===== src/rtl/core/pet_pkg.sv =====
package pet_pkg;

    localparam int THRESHOLD_W   = 24;
    localparam int COUNT_W       = 24;
    localparam int APB_ADDR_W    = 4;
    localparam int APB_DATA_W    = 32;
    localparam int STATUS_W      = 3;

    localparam int DEF_SAMPLE_BITS = 24;
    localparam int DEF_INDEX_BITS  = 24;

    // 1.5 V on a +-10 V 24-bit scale
    localparam logic [THRESHOLD_W-1:0] THRESHOLD_RESET = 24'd1258291;
    localparam logic                   CHECK_MODE_RESET = 1'b0;
    localparam logic [COUNT_W-1:0]     SAMPLE_COUNT_RESET = 24'd1000;

    localparam logic [1:0] REG_THRESHOLD    = 2'd0;
    localparam logic [1:0] REG_CHECK_MODE   = 2'd1;
    localparam logic [1:0] REG_SAMPLE_COUNT = 2'd2;

    localparam logic [1:0] LEVEL_LOW     = 2'd0;
    localparam logic [1:0] LEVEL_HIGH    = 2'd1;
    localparam logic [1:0] LEVEL_UNKNOWN = 2'd2;

    typedef enum logic [STATUS_W-1:0] {
        ST_MEASURE_OK       = 3'd0,
        ST_MEASURE_DOUBTFUL = 3'd1,
        ST_MEASURE_FAILED   = 3'd2,
        ST_CHECK_OK         = 3'd3,
        ST_CHECK_FAILED     = 3'd4
    } status_t;

    typedef struct packed {
        logic signed [THRESHOLD_W-1:0] threshold;
        logic                          check_mode;
        logic [COUNT_W-1:0]            sample_count;
    } cfg_t;

endpackage


===== src/rtl/core/pet_tracker.sv =====
module pet_tracker
#(
    parameter int SAMPLE_BITS = pet_pkg::DEF_SAMPLE_BITS,
    parameter int INDEX_BITS  = pet_pkg::DEF_INDEX_BITS
)
(
    input  logic                          clk,
    input  logic                          rst_n,
    input  pet_pkg::cfg_t                 cfg,
    input  logic                          step,
    input  logic [SAMPLE_BITS-1:0]        sample,
    output logic                          is_last,
    output pet_pkg::status_t              status,
    output logic [INDEX_BITS-1:0]         first_edge_index,
    output logic signed [INDEX_BITS:0]    pulse_length,
    output logic [INDEX_BITS-1:0]         fail_index,
    output logic                          fail_level
);

    localparam int CMP_W = (INDEX_BITS + 1 > pet_pkg::COUNT_W) ? INDEX_BITS + 1
                                                               : pet_pkg::COUNT_W;

    logic [INDEX_BITS-1:0] counter_reg, counter_next;
    logic [1:0]            prev_reg, prev_next;
    logic                  fall_seen_reg, fall_seen_next;
    logic [INDEX_BITS-1:0] fall_idx_reg, fall_idx_next;
    logic                  rise_seen_reg, rise_seen_next;
    logic [INDEX_BITS-1:0] rise_idx_reg, rise_idx_next;
    logic                  fail_seen_reg, fail_seen_next;
    logic [INDEX_BITS-1:0] fail_idx_reg, fail_idx_next;
    logic                  fail_lvl_reg, fail_lvl_next;

    logic signed [SAMPLE_BITS-1:0] sample_s;
    logic                          level;
    logic [1:0]                    level2;
    logic [INDEX_BITS:0]           count_inc;
    logic                          both;

    assign sample_s  = sample;
    assign level     = (sample_s > cfg.threshold);
    assign level2    = {1'b0, level};
    assign count_inc = {1'b0, counter_reg} + {{INDEX_BITS{1'b0}}, 1'b1};
    assign is_last   = (CMP_W'(count_inc) >= CMP_W'(cfg.sample_count));

    // edge and alternation tracking for the current sample
    always_comb
    begin
        prev_next      = prev_reg;
        fall_seen_next = fall_seen_reg;
        fall_idx_next  = fall_idx_reg;
        rise_seen_next = rise_seen_reg;
        rise_idx_next  = rise_idx_reg;
        fail_seen_next = fail_seen_reg;
        fail_idx_next  = fail_idx_reg;
        fail_lvl_next  = fail_lvl_reg;

        if (!cfg.check_mode)
        begin
            if (!level && prev_reg == pet_pkg::LEVEL_UNKNOWN)
            begin
                fall_seen_next = 1'b1;
                fall_idx_next  = '0;
            end
            else if (!level && prev_reg == pet_pkg::LEVEL_HIGH)
            begin
                if (!fall_seen_reg)
                begin
                    fall_seen_next = 1'b1;
                    fall_idx_next  = counter_reg;
                end
                else
                begin
                    fail_seen_next = 1'b1;
                    fail_idx_next  = counter_reg;
                end
            end
            else if (level && prev_reg == pet_pkg::LEVEL_LOW)
            begin
                if (!rise_seen_reg)
                begin
                    rise_seen_next = 1'b1;
                    rise_idx_next  = counter_reg;
                end
                else
                begin
                    fail_seen_next = 1'b1;
                    fail_idx_next  = counter_reg;
                end
            end
            prev_next = level2;
        end
        else if (!fail_seen_reg)
        begin
            if (level2 == prev_reg)
            begin
                fail_seen_next = 1'b1;
                fail_idx_next  = counter_reg;
                fail_lvl_next  = level;
            end
            else
            begin
                prev_next = level2;
            end
        end

        counter_next = count_inc[INDEX_BITS-1:0];
    end

    // summary from the updated state
    assign both = fall_seen_next && rise_seen_next;

    always_comb
    begin
        if (!cfg.check_mode)
        begin
            status = both ? (fail_seen_next ? pet_pkg::ST_MEASURE_DOUBTFUL
                                            : pet_pkg::ST_MEASURE_OK)
                          : pet_pkg::ST_MEASURE_FAILED;
            first_edge_index = fall_seen_next ? fall_idx_next : '0;
            pulse_length     = both ? ({1'b0, rise_idx_next} - {1'b0, fall_idx_next}) : '0;
            fail_index       = fail_seen_next ? fail_idx_next : '0;
            fail_level       = 1'b0;
        end
        else
        begin
            status = fail_seen_next ? pet_pkg::ST_CHECK_FAILED : pet_pkg::ST_CHECK_OK;
            first_edge_index = '0;
            pulse_length     = '0;
            fail_index       = fail_seen_next ? fail_idx_next : '0;
            fail_level       = fail_seen_next ? fail_lvl_next : 1'b0;
        end
    end

    always_ff @(posedge clk or negedge rst_n)
    begin
        if (!rst_n)
        begin
            counter_reg   <= '0;
            prev_reg      <= pet_pkg::LEVEL_UNKNOWN;
            fall_seen_reg <= 1'b0;
            fall_idx_reg  <= '0;
            rise_seen_reg <= 1'b0;
            rise_idx_reg  <= '0;
            fail_seen_reg <= 1'b0;
            fail_idx_reg  <= '0;
            fail_lvl_reg  <= 1'b0;
        end
        else if (step)
        begin
            if (is_last)
            begin
                counter_reg   <= '0;
                prev_reg      <= pet_pkg::LEVEL_UNKNOWN;
                fall_seen_reg <= 1'b0;
                fall_idx_reg  <= '0;
                rise_seen_reg <= 1'b0;
                rise_idx_reg  <= '0;
                fail_seen_reg <= 1'b0;
                fail_idx_reg  <= '0;
                fail_lvl_reg  <= 1'b0;
            end
            else
            begin
                counter_reg   <= counter_next;
                prev_reg      <= prev_next;
                fall_seen_reg <= fall_seen_next;
                fall_idx_reg  <= fall_idx_next;
                rise_seen_reg <= rise_seen_next;
                rise_idx_reg  <= rise_idx_next;
                fail_seen_reg <= fail_seen_next;
                fail_idx_reg  <= fail_idx_next;
                fail_lvl_reg  <= fail_lvl_next;
            end
        end
    end

`ifndef ASSERT_OFF
    a_wrap_on_last: assert property (@(posedge clk) disable iff (!rst_n)
        (step && is_last) |=> (counter_reg == '0 && prev_reg == pet_pkg::LEVEL_UNKNOWN))
        else $error("acquisition state not cleared after summary");

    a_prev_known: assert property (@(posedge clk) disable iff (!rst_n)
        (counter_reg != '0) |-> (prev_reg != pet_pkg::LEVEL_UNKNOWN))
        else $error("level unknown past first sample");
`endif

endmodule


===== config.mk =====
export PLATFORM = sky130hd
export DESIGN_NAME = pet_tracker
export DESIGN_NICKNAME = d
export VERILOG_FILES = /design/src/rtl/core/pet_pkg.sv /design/src/rtl/core/pet_tracker.sv
export SDC_FILE = /design/constraint.sdc
export NUM_CORES = 1
export LEC_CHECK = 0
export BUFFER_PORTS_ARGS = -buffer_cell sky130_fd_sc_hd__buf_4
export CAP_MARGIN = 20
export CORE_ASPECT_RATIO = 1.4
export CORE_MARGIN = 5
export CORE_UTILIZATION = 32
export DETAILED_ROUTE_END_ITERATION = 8
export HOLD_SLACK_MARGIN = 0.03
export PLACE_DENSITY_LB_ADDON = 0.25
export SYNTH_ARGS = -nofsm -noshare
export SYNTH_HDL_FRONTEND = slang
export SYNTH_SLANG_ARGS = --single-unit
export TNS_END_PERCENT = 30

===== constraint.sdc =====
create_clock -name clk -period 9.21 [get_ports clk]
set_input_delay 1.842 -clock clk [delete_from_list [all_inputs] [get_ports clk]]
set_output_delay 1.842 -clock clk [all_outputs]
set_load 0.005 [all_outputs]

==> PnR_summary.wiki <==
{| class="wikitable"
! Metric !! Value
|-
| Maximum buffer depth of the clock tree || 2
|-
| Diode count || 0
|-
| Most common cell after layout, fill and taps aside || buf_4
|-
| Non-filler instance count after layout || 1,600
|-
| Routed vias || 8,980
|-
| Share of synthesized registers carrying an async set or reset || 100.0%
|-
| Clock sink count || 102
|-
| Detail Route Antenna Nets || 0
|-
| Final weighted congestion in routability-driven placement || 0.9190
|-
| Global routing met3 resource utilization || 2.039%
|-
| Antenna violations before repair || 0
|-
| Avg Vias per Cell || 5.613
|-
| CTS HTree Levels || 3
|-
| HPWL after detailed placement || 23,470 µm
|-
| Cell Area, Synth || 9518 µm²
|-
| CTS Root Buffer Type || clkbuf_16
|-
| Number of nets at the end of the flow || 1,366
|-
| Required time at the endpoint of the critical path || 7370 ps
|-
| Overall die height || 214.1 µm
|-
| Total congestion overflow || 0
|-
| Kind of critical path || input port to primary output
|-
| Post-route standard cell area excluding fillers || 11,170 µm²
|-
| Main flop type after synthesis || dfrtp_1
|-
| Number of global-route vias before repair || 9,166
|-
| Number of different library cells in the post-synthesis netlist || 70
|-
| Maximum ir drop on the vdd rail || 0.2370 mV
|-
| Gate count after technology mapping || 1,123
|-
| Drt wl/cell || 20.13 µm
|-
| Post-synthesis share of cell area spent on full adders, half adders and majority gates || 9.807%
|-
| Layout Utilization || 38.19%
|-
| Final Max Slew Viols || 0
|-
| Setup TNS Final || 0 ps
|-
| Cells taking the most area after synthesis || dfrtp_1 27%, ha_1 9.6%, mux2i_1 8.6%
|-
| Clock tree from TritonCTS || built
|-
| Placed Cells incl. Taps || 1,585
|-
| Wire length after detailed routing || 32,200 µm
|-
| Outcome || complete, no violations
|-
| Post-Syn Nets || 1,273
|-
| Max_slew headroom || 25.05%
|-
| Area share of xor/xnor cells in the synthesized design || 3.484%
|-
| Synth area leader || dfrtp_1
|-
| Most frequent cells in the layout || 175 x buf_4, 101 x dfrtp_1, 88 x nor2_1
|-
| Post-CTS Resized || 0
|-
| Endpoint arrival time on the critical path || 6830 ps
|-
| Clock network latency to the later pin of the worst-skew pair || 350 ps
|-
| Register bit count reported by yosys || 102
|-
| Clock-pin slew on the worst setup and hold paths || 70 ps
|-
| Number of design-rule violations left by the first detailed-router iteration || 654
|-
| Unrepaired setup endpoints after global routing || false
|-
| Leakage Power || 0.005616 µW
|-
| Global-route met2 utilization || 33.41%
|-
| Share of the clock period used by the worst path after layout || 94.20%
|-
| Iteration count of the initial detailed-routing pass || 7
|-
| Final setup skew || 9.640 ps
|-
| Quantity of hold-fixing buffers added after cts || 0
|-
| Count of input and output buffers || 153
|-
| Place WS || 595.0 ps
|-
| Setup WS post-layout || 533.9 ps
|-
| Main combinational cell family by area after synthesis || compound AO/OA/AOI/OAI gates
|-
| Width of the die || 155.8 µm
|-
| Average size of a mapped cell || 8.475 µm²
|-
| Maximum number of pins on one net before global-route repair || 56
|-
| Synth Warn # || 0
|-
| Busiest metal layer after global routing || met2
|-
| Cell area after placement || 10,900 µm²
|-
| Initial cell density of the core || 32.53%
|-
| Multiplexer share of the synthesized area || 11.50%
|-
| CP Launch Type || input port
|-
| Endpoints failing hold || 0
|-
| Die Footprint || 33,340 µm²
|-
| Met1 global-route usage || 24.07%
|-
| Area share of the largest cell type after synthesis || 26.55%
|-
| Global-route wire length before repair || 51,100 µm
|-
| Setup Buffers After CTS || 0
|-
| Max-cap violations || 0
|-
| Core area || 29,260 µm²
|-
| Proportion of layout cells with a drive suffix above 1 || 18.93%
|-
| Category of the worst setup path capture point || primary output
|-
| Timing-limited maximum frequency || 0.1153 GHz
|-
| Part of the Yosys area used for sequential elements || 26.83%
|-
| Area overhead of the layout relative to synthesis || 17.41%
|-
| Final worst path period need || 8676 ps
|-
| Synthesized-area fraction occupied by ao, oa, aoi and oai cells || 23.75%
|-
| Boundary Pins || 154
|-
| Standard-cell row count || 74
|-
| Global-route usage over all layers || 18.80%
|-
| Maximum net fanout on the critical path || 12
|-
| Simple-gate share of the synthesized area || 17.59%
|-
| Count of unresolved DRC violations after routing || 0
|-
| Cell Pwr Density || 248.0 nW/µm²
|-
| Final setup violation count || 0
|-
| Cts bufs inserted || 9
|-
| Transition at the pin with the smallest max-transition slack || 1124 ps
|-
| Number of fill cells in the layout || 3,068
|-
| EDFF count, synth || 0
|-
| Worst hold-check path type || flop to flop
|}
-- routing by layer --
layer	part of all wire (%)	vias up
met5	0	-
met4	1.5	0
met3	3.8	26
met2	52	238
met1	43	4395
li1	-	4321
-- metrics by stage --
step	power [µW]	hold WS (ps)
5_1_grt	3006	518.8
4_1_cts	2785	501.2
2_1_floorplan	1775	462.0
6_report	2772	501.0
3_3_place_gp	2393	480.3
3_5_place_dp	2402	480.6
-- cells in the mapped netlist, types with 3 or more instances --
| master | count |
|---|---|
| xor2_1 | 14 |
| nand4_1 | 17 |
| clkbuf_1 | 63 |
| nor2_1 | 88 |
| o31a_1 | 4 |
| nand2b_1 | 5 |
| a21oi_1 | 43 |
| mux2_2 | 23 |
| o2bb2ai_1 | 8 |
| ha_1 | 73 |
| nor2_2 | 3 |
| a21o_1 | 18 |
| xnor2_1 | 22 |
| nor3_1 | 47 |
| and2_1 | 23 |
| and3_1 | 27 |
| a22o_1 | 62 |
| buf_6 | 5 |
| nor2b_1 | 10 |
| nand2_1 | 69 |
| inv_1 | 64 |
| or3_1 | 4 |
| a211o_1 | 3 |
| o21bai_1 | 3 |
| o221ai_1 | 18 |
| a22oi_1 | 23 |
| clkinv_1 | 3 |
| a211oi_1 | 45 |
| o21a_1 | 7 |
| a31oi_1 | 8 |
| buf_2 | 22 |
| nor4_1 | 3 |
| o31ai_1 | 4 |
| o21ai_0 | 41 |
| dfrtp_1 | 101 |
| mux2i_1 | 82 |
| nand3_1 | 25 |
-- final cells by class --
type / instances / area [µm²] / area share (%)
clock buffers: 12 / 256.5 / 2.295
clock inverters: 3 / 20.02 / 0.1792
inverters: 67 / 251.5 / 2.251
multi-input cells: 861 / 6304 / 56.41
flip-flops and latches: 102 / 2554 / 22.85
well taps: 380 / 475.5 / 4.255
repair buffers: 175 / 1314 / 11.76
-- report_power, final --
part	switching (µW)	internal, µW	total (µW)
Sequential	124	529	653
Combinational	914	832	1750
Clock	176	197	372
-- cell families after synthesis --
kind of cell | after synthesis
flops | 102
simple gates | 335
mux | 106
xor+xnor | 37
fa+ha+maj | 74
compound gates | 309
buf+inv | 160
-- critical path, stage by stage --
cell and delay (ps):
buf_4 80, inv_1 30, ha_1 310, nand4_1 170, nor4_4 460, o32ai_2 190, a21oi_2 270, nand3_1 130
nor2_2 570, mux2_2 430, ha_1 270, nor2b_1 140, o31a_1 270, o31a_1 320, nand4_1 150, a31o_2 220
a21oi_1 160, or4_1 510, a31oi_1 150, buf_4 130
-- final timing paths --
check                                                  from  slack, ps  cells past startpoint                           end
worst max-delay path                                cfg[48]        530                     20              pulse_length[23]
worst min-delay path            rise_idx_reg[8]$_DFFE_PN0P_        500                      1   rise_idx_reg[8]$_DFFE_PN0P_
worst max register to register   counter_reg[0]$_DFFE_PN0P_       2770                     16   fail_idx_reg[2]$_DFFE_PN0P_
worst min register to register  rise_idx_reg[8]$_DFFE_PN0P_        500                      1   rise_idx_reg[8]$_DFFE_PN0P_
max in group asynchronous                             rst_n       6440                      2   fall_idx_reg[6]$_DFFE_PN0P_
min in group asynchronous                             rst_n       1520                      1  fail_idx_reg[13]$_DFFE_PN0P_
No activity file was read; power rests on OpenSTA's default activity.
